`config.mk`:
```
export PLATFORM = sky130hd
export DESIGN_NAME = lpc_outq
export DESIGN_NICKNAME = d
export VERILOG_FILES = /design/src/hdl/lpc_pkg.sv /design/src/hdl/lpc_outq.sv
export SDC_FILE = /design/constraint.sdc
export NUM_CORES = 2
export LEC_CHECK = 0
export BUFFER_PORTS_ARGS = -buffer_cell sky130_fd_sc_hd__buf_4
export CAP_MARGIN = 20
export CORE_UTILIZATION = 56
export DETAILED_ROUTE_END_ITERATION = 10
export GPL_ROUTABILITY_DRIVEN = 0
export MAX_ROUTING_LAYER = met4
export PLACE_DENSITY = 0.72
export REMOVE_ABC_BUFFERS = 1
export SYNTH_ARGS = -nofsm -noshare
export SYNTH_HDL_FRONTEND = slang
export SYNTH_SLANG_ARGS = --single-unit
```
`constraint.sdc`:
```
create_clock -name clk -period 19 [get_ports clk]
set_input_delay 2.85 -clock clk [delete_from_list [all_inputs] [get_ports clk]]
set_output_delay 2.85 -clock clk [all_outputs]
set_load 0.03 [all_outputs]
```
`src/hdl/lpc_pkg.sv`:
```
// lpc_pkg: shared types and constants of the lidar point colorizer.
// Frame size, pipeline widths, queue sizes and the item and result records.
// Depends on nothing.
`default_nettype none
package lpc_pkg;

  localparam int IMAGE_WIDTH  = 640;
  localparam int IMAGE_HEIGHT = 480;
  localparam int PIX_COUNT    = IMAGE_WIDTH * IMAGE_HEIGHT;
  localparam int ADDR_W       = $clog2(PIX_COUNT);
  localparam int MAX_DIM      = (IMAGE_WIDTH > IMAGE_HEIGHT) ? IMAGE_WIDTH : IMAGE_HEIGHT;
  // quotient bits kept by the divider; anything larger is off the frame
  localparam int QW           = $clog2(MAX_DIM);
  localparam int DW           = 64 + QW;

  localparam int FQ_DEPTH  = 4;
  localparam int OUT_DEPTH = 32;
  localparam int OQ_CW     = $clog2(OUT_DEPTH + 1);

  localparam int NUM_REGS = 7;
  localparam int PADDR_W  = $clog2(8 * NUM_REGS);
  localparam logic signed [31:0] MIN_FWD_RESET = 32'sd16384;

  typedef enum logic {
    CMD_PIXEL = 1'b0,
    CMD_POINT = 1'b1
  } cmd_t;

  typedef enum logic [2:0] {
    REG_MIN_FWD = 3'd0,
    REG_R0C01   = 3'd1,
    REG_R0C23   = 3'd2,
    REG_R1C01   = 3'd3,
    REG_R1C23   = 3'd4,
    REG_R2C01   = 3'd5,
    REG_R2C23   = 3'd6
  } reg_idx_t;

  // projection words [row][col], Q16.16
  typedef logic [2:0][3:0][31:0] proj_t;

  typedef struct packed {
    cmd_t              cmd;
    logic [ADDR_W-1:0] addr;
    logic [23:0]       rgb;
    logic [31:0]       x;
    logic [31:0]       y;
    logic [31:0]       z;
  } job_t;

  typedef struct packed {
    logic [31:0] x;
    logic [31:0] y;
    logic [31:0] z;
    logic [23:0] rgb;
  } result_t;

  typedef struct packed {
    logic push;
    logic release_slot;
  } back_status_t;

endpackage
`default_nettype wire

```
`src/hdl/lpc_outq.sv`:
```
// lpc_outq: result queue in front of the consumer.
// Depends on lpc_pkg.
`default_nettype none
module lpc_outq (
  input  wire logic             clk,
  input  wire logic             rst_n,
  input  wire logic             wr_en,
  input  wire lpc_pkg::result_t wr_data,
  input  wire logic             rd_en,
  output logic                  empty,
  output lpc_pkg::result_t      rd_data
);
  import lpc_pkg::*;

  localparam int OQ_AW = $clog2(OUT_DEPTH);

  result_t          mem_r [OUT_DEPTH];
  logic [OQ_AW-1:0] wr_ptr_r, rd_ptr_r;
  logic [OQ_CW-1:0] cnt_r;

  assign empty   = (cnt_r == '0);
  assign rd_data = mem_r[rd_ptr_r];

  always_ff @(posedge clk) begin
    if (wr_en) begin
      mem_r[wr_ptr_r] <= wr_data;
    end
  end

  always_ff @(posedge clk) begin
    if (!rst_n) begin
      wr_ptr_r <= '0;
      rd_ptr_r <= '0;
      cnt_r    <= '0;
    end else begin
      if (wr_en) begin
        wr_ptr_r <= wr_ptr_r + OQ_AW'(1);
      end
      if (rd_en) begin
        rd_ptr_r <= rd_ptr_r + OQ_AW'(1);
      end
      cnt_r <= cnt_r + OQ_CW'(wr_en) - OQ_CW'(rd_en);
    end
  end

endmodule
`default_nettype wire

```
==> impl_metrics.env <==
export IMPL_synth_top_area_cell="edfxtp_1"
export IMPL_min_period_ps=9642
export IMPL_worst_pin_slew_ps=1267
export IMPL_worst_slack_ps=9358
export IMPL_via_count=72794
export IMPL_clkTransAtPathRegs_ps=60
export IMPL_avgViaCountPerCell=6.743
export IMPL_cts_tree="built"
export IMPL_drive_gt1_share_pct=21.89
export IMPL_critPathArrivalTime_ps=6790
export IMPL_slew_viol_final=0
export IMPL_end_kind="output port"
export IMPL_area_delta_synth_final_pct=12.54
export IMPL_num_rows=186
export IMPL_post_cts_setup_buffers=0
export IMPL_ff2ff_setup_slack_ps=13940
export IMPL_hold_ws_ps=548.5
export IMPL_final_util_pct=63.61
export IMPL_syn_inst=6667
export IMPL_power_density_mw_per_mm2=109.0
export IMPL_htree_levels=5
export IMPL_fin_crit_sh_pct=50.75
export IMPL_synth_area_leaders="edfxtp_1 (79%), mux4_2 (9.5%), mux2i_1 (4.8%)"
export IMPL_fin_skew_ps=83.11
export IMPL_drt_initial_drc_count=9483
export IMPL_clk_latency_ps=990
export IMPL_initial_core_util_pct=56.52
export IMPL_r2r_end="mem_r[31][94]$_DFFE_PP_"
export IMPL_clockBufferDepth=4
export IMPL_worstHoldPathType="reg2reg"
export IMPL_clock_sinks=3861
export IMPL_wl_mm=370.0
export IMPL_dieArea_mm2=0.2623
export IMPL_drv_cap=0
export IMPL_setup_violations=0
export IMPL_crit_path_end="rd_data[44]"
export IMPL_startpoint_type="flip-flop"
export IMPL_ys_seq_area_share_pct=79.41
export IMPL_drc=0
export IMPL_grt_util_all_layers_pct=29.05
export IMPL_fmax_mhz=103.7
export IMPL_outcome="complete, no violations"
export IMPL_dpl_hpwl_mm=174.1
export IMPL_max_slew_margin_pct=15.50
export IMPL_pin_count=245
export IMPL_synth_warnings=0
export IMPL_grt_max_degree=154
export IMPL_final_common_cell="edfxtp_1"
export IMPL_cts_made_buffers=387
export IMPL_irDropWorstVdd_uv=106.2
export IMPL_holdBufCountCts=0
export IMPL_grt_pass1_wl_mm=524.2
export IMPL_async_flop_share_pct=0
export IMPL_routedWlPerCell_um=34.27
export IMPL_synthFlopType="edfxtp_1"
export IMPL_finalHoldViolations=0
export IMPL_path_max_fanout=93
export IMPL_ys_ff_latch=3861
export IMPL_p_leak_nw=49.45
export IMPL_layout_common_cells="edfxtp_1 (3,840), mux2i_1 (698), mux4_2 (612)"
export IMPL_crit_type="reg2out"
export IMPL_first_global_vias=72544
export IMPL_die_h_um=512.2
export IMPL_reg2reg_from="wr_ptr_r[0]$_SDFFE_PN0P_"
export IMPL_cts_resized=0
export IMPL_synth_top_area_share_pct=79.12
export IMPL_cp_required_ps=16150
export IMPL_rsz0062_at_grt="false"
export IMPL_antenna_found_initial=34
export IMPL_r2r_cells=6
export IMPL_syn_area_per_cell_um2=21.86
export IMPL_layout_cells_non_filler=10796
export IMPL_dp_cells=10071
export IMPL_dp_slack_ps=10220
export IMPL_drt_pass1_iter_count=6
export IMPL_ys_types=49
export IMPL_final_nets=7222
export IMPL_synth_edf_count=3840
export IMPL_postRouteAntennaNets=0
export IMPL_io_buffers=244
export IMPL_netlist_area_mm2=0.1457
export IMPL_die_w_um=512.2
export IMPL_root_buffer="clkbuf_16"
export IMPL_core_region_area_mm2=0.2579
export IMPL_grt_overflow=0
export IMPL_whs_path_depth=2
cells by family after synthesis:
| kind of cell | Yosys count | synth area share (%) |
|---|---|---|
| flip-flops | 3861 | 79.41 |
| multiplexers | 1310 | 14.25 |
| AO/OA/AOI/OAI | 664 | 3.300 |
| AND/OR/NAND/NOR | 414 | 1.503 |
| buffers and inverters | 395 | 1.360 |
| adder cells (fa/ha/maj) | 14 | 0.1253 |
| XOR/XNOR | 9 | 0.05409 |
power breakdown:
group | leakage [nW] | internal [mW] | switching, mW | total, mW
Sequential | 34.8 | 9.42 | 0.0209 | 9.44
Combinational | 8.72 | 0.382 | 0.662 | 1.04
Clock | 5.97 | 4.28 | 3.11 | 7.39
Total | 49.5 | 14.1 | 3.79 | 17.9
area by class of cell:
| cell class | count | area [um^2] |
|---|---|---|
| Multi-Input combinational cell | 2411 | 28370 |
| Antenna cell | 34 | 85.08 |
| Tap cell | 3384 | 4234 |
| Clock buffer | 471 | 10150 |
| Fill cell | 16717 | 93840 |
| Inverter | 13 | 48.80 |
| Sequential cell | 3861 | 115700 |
| Clock inverter | 212 | 2003 |
| Timing Repair Buffer | 410 | 3393 |
stage by stage:
step | total power, mW | area, um^2 | setup TNS, ps
after floorplan | 10.71 | 143800 | -3793420
after global placement | 10.64 | 151600 | 0
after detailed placement | 10.67 | 151600 | 0
after CTS | 17.94 | 163800 | 0
after global routing | 18.31 | 164000 | 0
final | 17.88 | 164000 | 0
Yosys cell counts, drive strengths merged (3+ instances only):
library cell,number
a221oi,9
inv,13
edfxtp,3840
nand2,23
or2,3
a21oi,12
clkbuf,131
a22oi,494
xor2,6
o22ai,132
buf,251
dfxtp,21
nor2,55
a22o,9
mux4,612
mux2i,698
nor4,33
nand2b,4
o21a,3
nor3,3
ha,13
nor2b,7
and2,7
nand3,185
nand4,82
xnor2,3
sequential cells by signal, indices dropped and copies added, names as in the netlist, named ones only:
name	count
cnt_r	6
wr_ptr_r	5
rd_ptr_r	5
mem_r	3840
routing by layer:
metal,vias to the layer above,global-route usage (%),routed length [um],part of all wire [%]
met5,-,-,0,0
met3,728,5.613,38630,10
met4,0,8.865,11070,3.0
li1,29165,-,-,-
met1,38501,38.60,138500,37
met2,4400,45.98,181900,49
worst min path at each step:
stage	start	endpoint
final	rd_ptr_r[1]$_SDFFE_PN0P_	flip-flop
after global routing	rd_ptr_r[1]$_SDFFE_PN0P_	flip-flop
after floorplan	rd_ptr_r[4]$_SDFFE_PN0P_	flip-flop
after global placement	rd_ptr_r[1]$_SDFFE_PN0P_	flip-flop
after detailed placement	rd_ptr_r[4]$_SDFFE_PN0P_	rd_ptr_r[4]$_SDFFE_PN0P_
after CTS	rd_ptr_r[1]$_SDFFE_PN0P_	flip-flop
critical path, cell delays in order (launching register included):
cell and delay (ps):
dfxtp_4 660, buf_4 680, buf_12 660, buf_4 870
buf_4 900, mux4_2 410, o22ai_1 120, nor4_1 930
buf_4 310
Power figures use the tool's default switching activity.
