**src/hdl/lpc_pkg.sv**
```systemverilog
// lpc_pkg: shared types and constants of the lidar point colorizer.
// Frame size, pipeline widths, queue sizes and the item and result records.
// Depends on nothing.
`default_nettype none
package lpc_pkg;

  localparam int IMAGE_WIDTH  = 640;
  localparam int IMAGE_HEIGHT = 480;
  localparam int PIX_COUNT    = IMAGE_WIDTH * IMAGE_HEIGHT;
  localparam int ADDR_W       = $clog2(PIX_COUNT);
  localparam int MAX_DIM      = (IMAGE_WIDTH > IMAGE_HEIGHT) ? IMAGE_WIDTH : IMAGE_HEIGHT;
  // quotient bits kept by the divider; anything larger is off the frame
  localparam int QW           = $clog2(MAX_DIM);
  localparam int DW           = 64 + QW;

  localparam int FQ_DEPTH  = 4;
  localparam int OUT_DEPTH = 32;
  localparam int OQ_CW     = $clog2(OUT_DEPTH + 1);

  localparam int NUM_REGS = 7;
  localparam int PADDR_W  = $clog2(8 * NUM_REGS);
  localparam logic signed [31:0] MIN_FWD_RESET = 32'sd16384;

  typedef enum logic {
    CMD_PIXEL = 1'b0,
    CMD_POINT = 1'b1
  } cmd_t;

  typedef enum logic [2:0] {
    REG_MIN_FWD = 3'd0,
    REG_R0C01   = 3'd1,
    REG_R0C23   = 3'd2,
    REG_R1C01   = 3'd3,
    REG_R1C23   = 3'd4,
    REG_R2C01   = 3'd5,
    REG_R2C23   = 3'd6
  } reg_idx_t;

  // projection words [row][col], Q16.16
  typedef logic [2:0][3:0][31:0] proj_t;

  typedef struct packed {
    cmd_t              cmd;
    logic [ADDR_W-1:0] addr;
    logic [23:0]       rgb;
    logic [31:0]       x;
    logic [31:0]       y;
    logic [31:0]       z;
  } job_t;

  typedef struct packed {
    logic [31:0] x;
    logic [31:0] y;
    logic [31:0] z;
    logic [23:0] rgb;
  } result_t;

  typedef struct packed {
    logic push;
    logic release_slot;
  } back_status_t;

endpackage
`default_nettype wire

```
**src/hdl/lpc_front.sv**
```systemverilog
// lpc_front: drops points under min_fwd and off-frame pixels, queues the rest.
// Depends on lpc_pkg.
`default_nettype none
module lpc_front (
  input  wire logic              clk,
  input  wire logic              rst_n,
  input  wire logic              push,
  output logic                   full,
  input  wire logic              cmd,
  input  wire logic [9:0]        col,
  input  wire logic [8:0]        row,
  input  wire logic [7:0]        red,
  input  wire logic [7:0]        green,
  input  wire logic [7:0]        blue,
  input  wire logic [31:0]       px,
  input  wire logic [31:0]       py,
  input  wire logic [31:0]       pz,
  input  wire logic signed [31:0] min_fwd,
  input  wire logic              take,
  output logic                   head_valid,
  output lpc_pkg::job_t          head
);
  import lpc_pkg::*;

  localparam int FQ_AW = $clog2(FQ_DEPTH);
  localparam int FQ_CW = $clog2(FQ_DEPTH + 1);

  job_t             q_mem_r [FQ_DEPTH];
  logic [FQ_AW-1:0] wr_ptr_r, rd_ptr_r;
  logic [FQ_CW-1:0] cnt_r;
  logic             keep, enq;
  job_t             job;

  always_comb begin
    job.cmd  = cmd_t'(cmd);
    job.addr = ADDR_W'(row) * ADDR_W'(IMAGE_WIDTH) + ADDR_W'(col);
    job.rgb  = {red, green, blue};
    job.x    = px;
    job.y    = py;
    job.z    = pz;
    if (job.cmd == CMD_POINT) begin
      keep = $signed(px) >= min_fwd;
    end else begin
      keep = (ADDR_W'(col) < ADDR_W'(IMAGE_WIDTH)) && (ADDR_W'(row) < ADDR_W'(IMAGE_HEIGHT));
    end
  end

  assign full       = (cnt_r == FQ_CW'(FQ_DEPTH));
  assign enq        = push && !full && keep;
  assign head_valid = (cnt_r != '0);
  assign head       = q_mem_r[rd_ptr_r];

  always_ff @(posedge clk) begin
    if (enq) begin
      q_mem_r[wr_ptr_r] <= job;
    end
  end

  always_ff @(posedge clk) begin
    if (!rst_n) begin
      wr_ptr_r <= '0;
      rd_ptr_r <= '0;
      cnt_r    <= '0;
    end else begin
      if (enq) begin
        wr_ptr_r <= wr_ptr_r + FQ_AW'(1);
      end
      if (take) begin
        rd_ptr_r <= rd_ptr_r + FQ_AW'(1);
      end
      cnt_r <= cnt_r + FQ_CW'(enq) - FQ_CW'(take);
    end
  end

endmodule
`default_nettype wire

```
**config.mk**
```make
export PLATFORM = sky130hd
export DESIGN_NAME = lpc_front
export DESIGN_NICKNAME = d
export VERILOG_FILES = /design/src/hdl/lpc_pkg.sv /design/src/hdl/lpc_front.sv
export SDC_FILE = /design/constraint.sdc
export NUM_CORES = 1
export LEC_CHECK = 0
export BUFFER_PORTS_ARGS = -buffer_cell sky130_fd_sc_hd__buf_2
export CAP_MARGIN = 20
export CORE_UTILIZATION = 50
export DETAILED_ROUTE_END_ITERATION = 12
export PLACE_DENSITY = 0.71
export SLEW_MARGIN = 10
export SYNTH_ARGS = -nofsm -noshare
export SYNTH_HDL_FRONTEND = slang
export SYNTH_SLANG_ARGS = --single-unit
```
**constraint.sdc**
```tcl
create_clock -name clk -period 10.3 [get_ports clk]
set_input_delay 2.575 -clock clk [delete_from_list [all_inputs] [get_ports clk]]
set_output_delay 2.575 -clock clk [all_outputs]
set_load 0.01 [all_outputs]
```
==> results of run 1 <==
-- layer usage --
metal / global-route usage [%] / vias up / part of all wire, %
met3: 6.79 / 76 / 8.6
met2: 31.0 / 326 / 48
met4: 5.22 / 18 / 1.6
li1: - / 4798 / -
met1: 27.5 / 5446 / 41
met5: 0 / - / 0.28
-- final cells by class --
type | count | area, um2 | share of cell area (%)
clock inverter | 33 | 269 | 1.03
clock buffer | 71 | 1500 | 5.73
sequential | 569 | 17000 | 65.0
multi-input combinational | 327 | 4750 | 18.2
antenna | 10 | 25.0 | 0.0957
tap | 585 | 732 | 2.80
inverter | 48 | 180 | 0.689
timing repair buffer | 324 | 1700 | 6.50
-- sequential cells by signal (all words and copies together) (netlist names), named ones only --
register,count
cnt_r,3
q_mem_r,560
rd_ptr_r,2
wr_ptr_r,2
-- cell families after synthesis --
| kind of cell | synth area share [%] |
|---|---|
| adder cells (fa/ha/maj) | 3.40 |
| buffers and inverters | 1.38 |
| multiplexers | 14.4 |
| XOR/XNOR | 0.715 |
| flip-flops | 77.1 |
| AND/OR/NAND/NOR | 1.69 |
| AO/OA/AOI/OAI | 1.30 |
-- tightest hold or removal path, stage by stage, from the launching register on --
cell and delay [ns]:
dfxtp_1 0.33, nand2_1 0.07, mux2i_1 0.06
-- worst min-delay path by stage --
stage           startpoint  depth (start not counted)  slack [ns]           to
6_report       wr_ptr_r[1]                          2        0.51  wr_ptr_r[1]
5_1_grt        wr_ptr_r[0]                          2        0.54  wr_ptr_r[0]
4_1_cts        wr_ptr_r[0]                          2        0.51  wr_ptr_r[0]
3_5_place_dp   wr_ptr_r[0]                          2        0.50  wr_ptr_r[0]
3_3_place_gp   wr_ptr_r[1]                          2        0.49  wr_ptr_r[1]
2_1_floorplan  wr_ptr_r[1]                          2        0.47  wr_ptr_r[1]
-- power by group --
part	switching, W	internal, W
registers	0.0000469	0.00271
logic	0.000376	0.000295
clock network	0.000822	0.00113
-- cells in the mapped netlist, drive strengths merged, types with 3 or more instances --
cell type,count,area share [%]
ha,55,3.1
nor3b,3,0.10
nand2,15,0.26
a211o,3,0.12
inv,48,0.82
a21oi,20,0.45
buf,14,0.24
o21ai,7,0.16
fa,3,0.27
nand3,4,0.091
xnor2,12,0.48
dfxtp,9,0.82
nand4,8,0.28
clkbuf,19,0.32
nor2,6,0.14
nor2b,4,0.11
nor3,5,0.11
and2,9,0.26
mux4,140,14
edfxtp,560,76
xor2,6,0.24
-- per-stage QoR --
stage | setup WS [ns] | power [W] | area, um2
2_1_floorplan | 2.13 | 0.00321 | 22000
3_3_place_gp | 3.63 | 0.00348 | 24400
3_5_place_dp | 3.60 | 0.00350 | 24400
4_1_cts | 4.22 | 0.00545 | 26100
5_1_grt | 4.06 | 0.00559 | 26100
6_report | 4.27 | 0.00538 | 26200
==> reports/qor.txt, run 1 <==
status -> finished, final reports clean
fin util -> 60.5%
later-pin clock latency in the skew report -> 0.60 ns
H-tree Lvls -> 2
Slew Limit Headroom -> 34.5%
MaxCap Viol Count -> 0
Mapped Area -> 0.0220 mm2
Nets -> 1560
ys flop type -> edfxtp_1
Yosys cell types -> 47
Pleak -> 9.07 nW
Post-synth EDFFs -> 560
Avg Inst Size Synth -> 22.6 um2
Crit Path Max Fanout -> 80
Inserted Clock Buffers -> 56
vias per cell -> 5.42
largest net degree at the start of global routing -> 139
Syn Inst Count -> 977
Top delay family on crit path -> simple AND/OR/NAND/NOR gates
clock-pin slew on the worst setup and hold paths -> 0.06 ns
FFs w/ async S/R, synth -> 0%
RSZ-0062 raised after global routing -> no
gr usage total -> 20.1%
Iter 0 DRT Violations -> 774
CTS Buffer Depth -> 3
Rows -> 76
fin crit share -> 58.6%
Seq/Total Area, Yosys -> 77.1%
number of global-route vias before repair -> 10791
Crit Reg-Reg Startpoint -> cnt_r[1]
PortBufs -> 317
slowest stage cell, crit path -> and2_4
Die H -> 212 um
commonest non-fill, non-tap cell in the layout -> edfxtp_1
Final Hold Fails -> 0
CTS Sinks -> 569
Pins Over Slew Limit -> 0
Pwr Density -> 206 mW/mm2
final cell count without fillers -> 1967
HP Class -> flip-flop to flip-flop
Die Area -> 0.0449 mm2
synthesis-stage register bit count -> 569
Fill cells -> 3148
reg2reg path depth -> 5
FF-to-FF setup slack -> 7.42 ns
Root Driver -> clkbuf_16
slowest stage delay, CP -> 0.81 ns
Max IR drop VDD -> 0.131 mV
setup TNS -> 0 ns
core area -> 0.0433 mm2
post-detail-place hpwl -> 27300 um
Critical R2R Capture -> q_mem_r[2][35]
share of cells above drive strength 1 -> 39.9%
most frequent cells in the layout -> edfxtp_1, buf_2, mux4_2
Tmin final -> 6.03 ns
startpoint types -> primary input
CTS tree -> yes
Worst EP arrival -> 6.25 ns
hold buffer count at cts -> 0
Fmax achieved -> 166 MHz
Crit path required time -> 10.52 ns
Final Skew -> 0.0200 ns
die width -> 212 um
routability cong. -> 0.780
DRT Wirelength -> 44200 um
router iterations before antenna repair -> 5
Post-CTS Setup Repair Bufs -> 0
CP cell instances -> buf_2, ha_1, nand4_1, or4_1, o31ai_1, nor2_1, a2111o_1, nor2_4, and2_4, buf_12
final setup fails -> 0
net count after synthesis -> 1211
post_cts resized -> 0
Buf+Inv Stages, Crit Path -> 2
Crit path depth -> 10
global-route wire length before repair -> 65900 um
Post-route DRC -> 0
initial core utilization -> 50.9%
final hold slack -> 0.509 ns
wire per inst -> 22.5 um
initial antenna violation count -> 17
DP Cell Count -> 1853
I/O pin cnt -> 318
CP Launch Point -> px[17]
slew at the pin closest to its max-slew limit -> 0.983 ns
post-route ant nets -> 0
synth warn -> 0
GR Overflow Total -> 0
critical path class -> primary input to flip-flop
Worst Setup End Kind -> flip-flop
area delta synth->final -> 18.7%
Worst Setup EP -> q_mem_r[2][35]
DR vias -> 10664
Power figures use the tool's default switching activity.
==> inputs of run 2 (changes only) <==
Settings changed: ABC_AREA set to 1, PLACE_DENSITY 0.71 to 0.74.
Clock period 10.3 ns to 5.1 ns, I/O delays scaled along.
==> run 2 against run 1 <==
  * Via count increased by 34%
  * Final area increased by 1.5%
  * Cell count increased by 32%
  * Wire length increased by 14%
  * Clock power increased by 98%
  * First-iteration DRC count increased by 53%
  * Global-route usage increased by 1.7 points
  * Largest cell class unchanged
  * Highest routed layer is now met4
==> reports/qor.txt, run 2 <==
number of global-route vias before repair -> 14126 (+31%)
later-pin clock latency in the skew report -> 0.60 ns (about the same)
router iterations before antenna repair -> 5 (unchanged)
CTS Buffer Depth -> 3 (unchanged)
fin crit share -> 82.6%
post-detail-place hpwl -> 29100 um (+6.8%)
RSZ-0062 raised after global routing -> no
critical path class -> flip-flop to primary output
initial antenna violation count -> 5 (-12)
HP Class -> flip-flop to flip-flop
Crit path required time -> 3.83 ns (-6.69 ns)
Rows -> 77 (+1.3%)
Crit Path Max Fanout -> 179 (+120%)
final cell count without fillers -> 2590 (+32%)
hold buffer count at cts -> 0 (unchanged)
core area -> 0.0443 mm2 (+2.4%)
MaxCap Viol Count -> 0 (unchanged)
Nets -> 2180 (+40%)
area delta synth->final -> 17.7%
wire per inst -> 19.5 um (-13%)
Buf+Inv Stages, Crit Path -> 3 (+1)
net count after synthesis -> 1879 (+55%)
Inserted Clock Buffers -> 57 (+1.8%)
fin worst setup slack -> 0.886 ns (-3.38 ns)
commonest non-fill, non-tap cell in the layout -> edfxtp_1
Seq/Total Area, Yosys -> 75.4% (-1.7 points)
FF-to-FF setup slack -> 2.60 ns (-4.82 ns)
I/O pin cnt -> 318 (unchanged)
ys flop type -> edfxtp_1
Critical R2R Capture -> cnt_r[2]
gr usage total -> 21.7% (+1.7 points)
vias per cell -> 5.53 (+2.0%)
final setup fails -> 0 (unchanged)
FFs w/ async S/R, synth -> 0% (unchanged)
max reg flops -> 560 (unchanged)
Die H -> 214 um (+1.1%)
worst slack, placed -> 0.769 ns (-2.83 ns)
reg2reg path depth -> 13 (+8)
synth top area cells -> edfxtp_1, o21ai_0, nor2_1
post_cts resized -> 0 (unchanged)
DP Cell Count -> 2479 (+34%)
initial core utilization -> 50.9% (-0.065 points)
global-route wire length before repair -> 78100 um (+18%)
post-route ant nets -> 0 (unchanged)
Synth top cells by count -> edfxtp_1, nor2_1, o21ai_0
Synth top area share -> 74.6% (-1.7 points)
Final Hold Fails -> 0 (unchanged)
Largest regs -> q_mem_r: 560 flops, cnt_r: 3 flops
CTS tree -> yes
Post-CTS Setup Repair Bufs -> 0 (unchanged)
largest net degree at the start of global routing -> 180 (+29%)
Worst EP arrival -> 2.94 ns (-3.31 ns)
routability cong. -> 0.799 (+2.5%)
Max IR drop VDD -> 0.265 mV (+100%)
Mapped Area -> 0.0225 mm2 (+2.3%)
CTS Sinks -> 569 (unchanged)
Fill cells -> 3394 (+7.8%)
die width -> 214 um (+1.1%)
Root Driver -> clkbuf_16
slew at the pin closest to its max-slew limit -> 1.03 ns (+0.0453 ns)
DRT Wirelength -> 50500 um (+14%)
Fmax achieved -> 237 MHz
Pleak -> 9.60 nW (+5.9%)
most common cell in the synthesized netlist -> edfxtp_1
slowest stage delay, CP -> 0.71 ns (-0.10 ns)
Avg Inst Size Synth -> 13.7 um2 (-39%)
most frequent cells in the layout -> edfxtp_1, buf_2, nor2_1
Final Skew -> 0.0326 ns (+0.0126 ns)
Pins Over Slew Limit -> 0 (unchanged)
CP cell instances -> inv_8, buf_4, o21ai_0, o22ai_1, buf_2
Syn Inst Count -> 1645 (+68%)
Slew Limit Headroom -> 31.4% (-3.0 points)
Yosys cell types -> 35 (-26%)
total power draw -> 0.0108 W (+100%)
Hold Path Depth -> 1 (-1)
Worst Setup End Kind -> primary output
Die Area -> 0.0459 mm2 (+2.3%)
PortBufs -> 317 (unchanged)
slowest stage cell, crit path -> inv_8
synthesis-stage register bit count -> 569 (unchanged)
status -> finished, final reports clean
Pwr Density -> 407 mW/mm2 (+98%)
clock-pin slew on the worst setup and hold paths -> 0.06 ns (about the same)
Iter 0 DRT Violations -> 1182 (+53%)
HP Start -> rd_ptr_r[1]
Post-synth EDFFs -> 560 (unchanged)
Crit Reg-Reg Startpoint -> cnt_r[1]
DR vias -> 14317 (+34%)
startpoint types -> flip-flop
GR Overflow Total -> 0 (unchanged)
Post-route DRC -> 0 (unchanged)
top cell type by total area after synthesis -> edfxtp_1
synth warn -> 0 (unchanged)
share of cells above drive strength 1 -> 21.6% (-18 points)
Tmin final -> 4.21 ns
largest register by flop count -> q_mem_r
H-tree Lvls -> 2 (unchanged)
Top delay family on crit path -> buffers and inverters
==> run 2: cell types whose count changed after synthesis, sizes merged, moves of 4 or more <==
cell	before	now
nand3	4	8
and2	9	0
o21ai	7	290
inv	48	73
xnor2	12	5
mux4	140	0
nor2b	4	0
clkbuf	19	76
nor2	6	303
nand2	15	54
a21oi	20	26
o22ai	0	140
==> run 2: worst register-to-register path, delay by kind of cell, from the launching register on <==
family | cells | cell delay (ns)
AND/OR/NAND/NOR | 4 | 0.81
adder cells (fa/ha/maj) | 3 | 0.79
flip-flops | 1 | 0.39
buffers and inverters | 4 | 0.24
AO/OA/AOI/OAI | 2 | 0.20
==> run 2: cell type report <==
type / count / area [um2] / area share, %
multi-input combinational: 912 / 4930 / 18.6
antenna: 7 / 17.5 / 0.0660
clock buffer: 73 / 1530 / 5.76
timing repair buffer: 333 / 1840 / 6.93
clock inverter: 31 / 195 / 0.735
inverter: 73 / 287 / 1.08
sequential: 569 / 17000 / 64.1
tap: 592 / 741 / 2.79
==> run 2: worst max path at each step <==
stage	startpoint	to	slack, ns	cells past startpoint
2_1_floorplan	min_fwd[31]	q_mem_r[0][0]	-1.42	9
3_3_place_gp	px[31]	cnt_r[2]	0.80	18
3_5_place_dp	px[31]	cnt_r[2]	0.77	18
4_1_cts	flip-flop	head[91]	0.83	5
5_1_grt	flip-flop	head[108]	0.69	5
6_report	flip-flop	head[122]	0.89	5
==> run 2: cell families after synthesis <==
group / count (synthesis) / share of synthesized area, %
XOR/XNOR: 14 / 0.577
flip-flops: 569 / 75.4
adder cells (fa/ha/maj): 58 / 3.32
AND/OR/NAND/NOR: 377 / 6.72
AO/OA/AOI/OAI: 463 / 11.2
buffers and inverters: 164 / 2.81
==> run 2: per-stage QoR <==
step	hold WS [ns]	cell area, um2	util [%]	TNS, ns
floorplan	0.412	22500	-	-796.11
global placement	0.420	24800	55.9	0
detailed placement	0.426	24800	56.0	0
CTS	0.437	26500	59.9	0
global route	0.488	26500	59.9	0
finish	0.437	26500	59.9	0
==> run 2: where the power goes <==
group	total [W]	switching, W	internal, W	leakage [nW]
registers	0.00560	0.0000909	0.00550	5.16
logic	0.00136	0.000916	0.000442	3.59
clock network	0.00386	0.00166	0.00220	0.845
==> run 2: metal layers <==
| layer | GRT usage, % | share of wire [%] | up-vias |
|---|---|---|---|
| met3 | 4.07 | 7.0 | 84 |
| met5 | 0 | 0 | - |
| met4 | 8.45 | 2.6 | 0 |
| li1 | - | - | 6708 |
| met1 | 27.9 | 41 | 7045 |
| met2 | 36.7 | 50 | 480 |
==> inputs of run 3 (changes only) <==
Settings changed: ABC_AREA 1 to 0.
Clock period 5.1 ns to 3.8 ns, I/O delays scaled along.
==> run 3 against run 2 <==
  * Wire length is 7.5% lower
  * Worst hold slack better by 0.074 ns
  * Clock skew is 0.018 ns lower
  * Critical path depth is 12 higher
  * Sequential power is 33% higher
  * Critical path type is now primary input to flip-flop
  * Highest routed layer is now met5
==> reports/qor.txt, run 3 (synthesis results as in run 1) <==
global-route wire length before repair -> 69900 um (-11%)
Pleak -> 9.81 nW (+2.2%)
Pins Over Slew Limit -> 0 (unchanged)
slew at the pin closest to its max-slew limit -> 0.645 ns (-0.384 ns)
Max IR drop VDD -> 0.371 mV (+40%)
Root Driver -> clkbuf_16
later-pin clock latency in the skew report -> 0.60 ns (about the same)
routability cong. -> 0.777 (-2.7%)
Final Hold Fails -> 0 (unchanged)
Rows -> 76 (-1.3%)
largest register by flop count -> q_mem_r
post-detail-place hpwl -> 32200 um (+11%)
fin crit share -> 98.0%
router iterations before antenna repair -> 5 (unchanged)
number of global-route vias before repair -> 11753 (-17%)
Pwr Density -> 551 mW/mm2 (+35%)
reg2reg path depth -> 12 (-1)
core area -> 0.0433 mm2 (-2.4%)
Die Area -> 0.0449 mm2 (-2.2%)
Iter 0 DRT Violations -> 665 (-44%)
DRT Wirelength -> 46700 um (-7.5%)
largest net degree at the start of global routing -> 38 (-79%)
Hold Path Depth -> 2 (+1)
gr usage total -> 21.1% (-0.61 points)
die width -> 212 um (-1.1%)
initial antenna violation count -> 9 (+4)
DR vias -> 11158 (-22%)
Slew Limit Headroom -> 57.0% (+26 points)
critical path class -> primary input to flip-flop
GR Overflow Total -> 0 (unchanged)
share of cells above drive strength 1 -> 47.3% (+26 points)
Inserted Clock Buffers -> 55 (-3.5%)
Post-CTS Setup Repair Bufs -> 0 (unchanged)
wire per inst -> 22.6 um (+16%)
final setup fails -> 0 (unchanged)
hold buffer count at cts -> 0 (unchanged)
Die H -> 212 um (-1.1%)
startpoint types -> primary input
CTS Sinks -> 569 (unchanged)
I/O pin cnt -> 318 (unchanged)
Worst EP arrival -> 4.20 ns (+1.26 ns)
PortBufs -> 317 (unchanged)
initial core utilization -> 50.9% (+0.065 points)
Largest regs -> q_mem_r: 560 flops, cnt_r: 3 flops
commonest non-fill, non-tap cell in the layout -> edfxtp_1
Post-route DRC -> 0 (unchanged)
Fmax achieved -> 268 MHz
vias per cell -> 5.39 (-2.4%)
Tmin final -> 3.73 ns
worst slack, placed -> -0.652 ns (-1.42 ns)
total power draw -> 0.0153 W (+42%)
most frequent cells in the layout -> edfxtp_1, buf_2, mux4_2
HP Class -> flip-flop to flip-flop
H-tree Lvls -> 2 (unchanged)
fin worst setup slack -> 0.0747 ns (-0.811 ns)
status -> finished, final reports clean
Nets -> 1667 (-24%)
clock-pin slew on the worst setup and hold paths -> 0.06 ns (about the same)
Crit Path Max Fanout -> 2 (-99%)
MaxCap Viol Count -> 0 (unchanged)
CTS tree -> yes
post-route ant nets -> 0 (unchanged)
CTS Buffer Depth -> 3 (unchanged)
Crit path required time -> 4.28 ns (+0.45 ns)
Final Skew -> 0.0146 ns (-0.0180 ns)
max reg flops -> 560 (unchanged)
area delta synth->final -> 26.3%
Worst Setup End Kind -> flip-flop
-- run 3: final timing paths --
| kind | startpoint | to | slack (ns) |
|---|---|---|---|
| worst max-delay path | px[25] | cnt_r[2] | 0.07 |
| worst min-delay path | wr_ptr_r[1] | wr_ptr_r[1] | 0.51 |
| worst max register to register | cnt_r[1] | cnt_r[2] | 1.45 |
| worst min register to register | wr_ptr_r[1] | wr_ptr_r[1] | 0.51 |
-- run 3: what timing repair did --
| item | in CTS | in global routing |
|---|---|---|
| endpoints found under the hold margin | 0 | 0 |
| pin swaps | 0 | 13 |
| endpoints found under the setup margin | 1 | 1 |
| gates resized for setup | 1 | 16 |
-- run 3: through the flow --
stage	hold WS (ns)	TNS (ns)	cells	cell area, um2	utilization, %
floorplan	0.468	-211.56	977	22200	-
global placement	0.489	-106.28	1961	25800	59.7
detailed placement	0.508	-94.84	1961	25800	59.7
CTS	0.516	0	2064	27800	64.2
global route	0.535	-0.0234	2068	27800	64.3
finish	0.511	0	2069	27800	64.3
-- run 3: final cells by class --
| class | instances | area (um2) |
|---|---|---|
| Sequential cell | 569 | 17000 |
| Multi-Input combinational cell | 327 | 4970 |
| Clock buffer | 64 | 1450 |
| Clock inverter | 39 | 478 |
| Timing Repair Buffer | 432 | 2990 |
| Tap cell | 585 | 732 |
| Inverter | 48 | 195 |
| Fill cell | 2884 | 15400 |
| Antenna cell | 5 | 12.5 |
-- run 3: layer usage --
metal	track usage [%]	vias up	wire [um]
met5	0	-	54
met4	5.90	8	1020
met3	5.77	73	3210
met2	35.7	335	24000
met1	26.8	5740	18400
li1	-	5002	-
-- run 3: power by group --
group | internal, W | leakage [nW] | total, W | switching [W]
clock network | 0.00343 | 0.931 | 0.00570 | 0.00226
registers | 0.00735 | 5.17 | 0.00747 | 0.000124
logic | 0.00105 | 3.71 | 0.00216 | 0.00111
total | 0.0118 | 9.81 | 0.0153 | 0.00350
-- run 3: worst max-delay path: stages --
cell and delay [ns]:
buf_2 0.12, ha_4 0.28, nand4_4 0.14, or4_4 0.58, o31ai_2 0.27, nor2_1 0.07
a2111o_1 0.45, nor2_4 0.11, inv_2 0.05, ha_4 0.20, inv_2 0.04, ha_2 0.15
inv_2 0.04, fa_2 0.36, xnor2_2 0.14, xnor2_1 0.12, and2_1 0.13
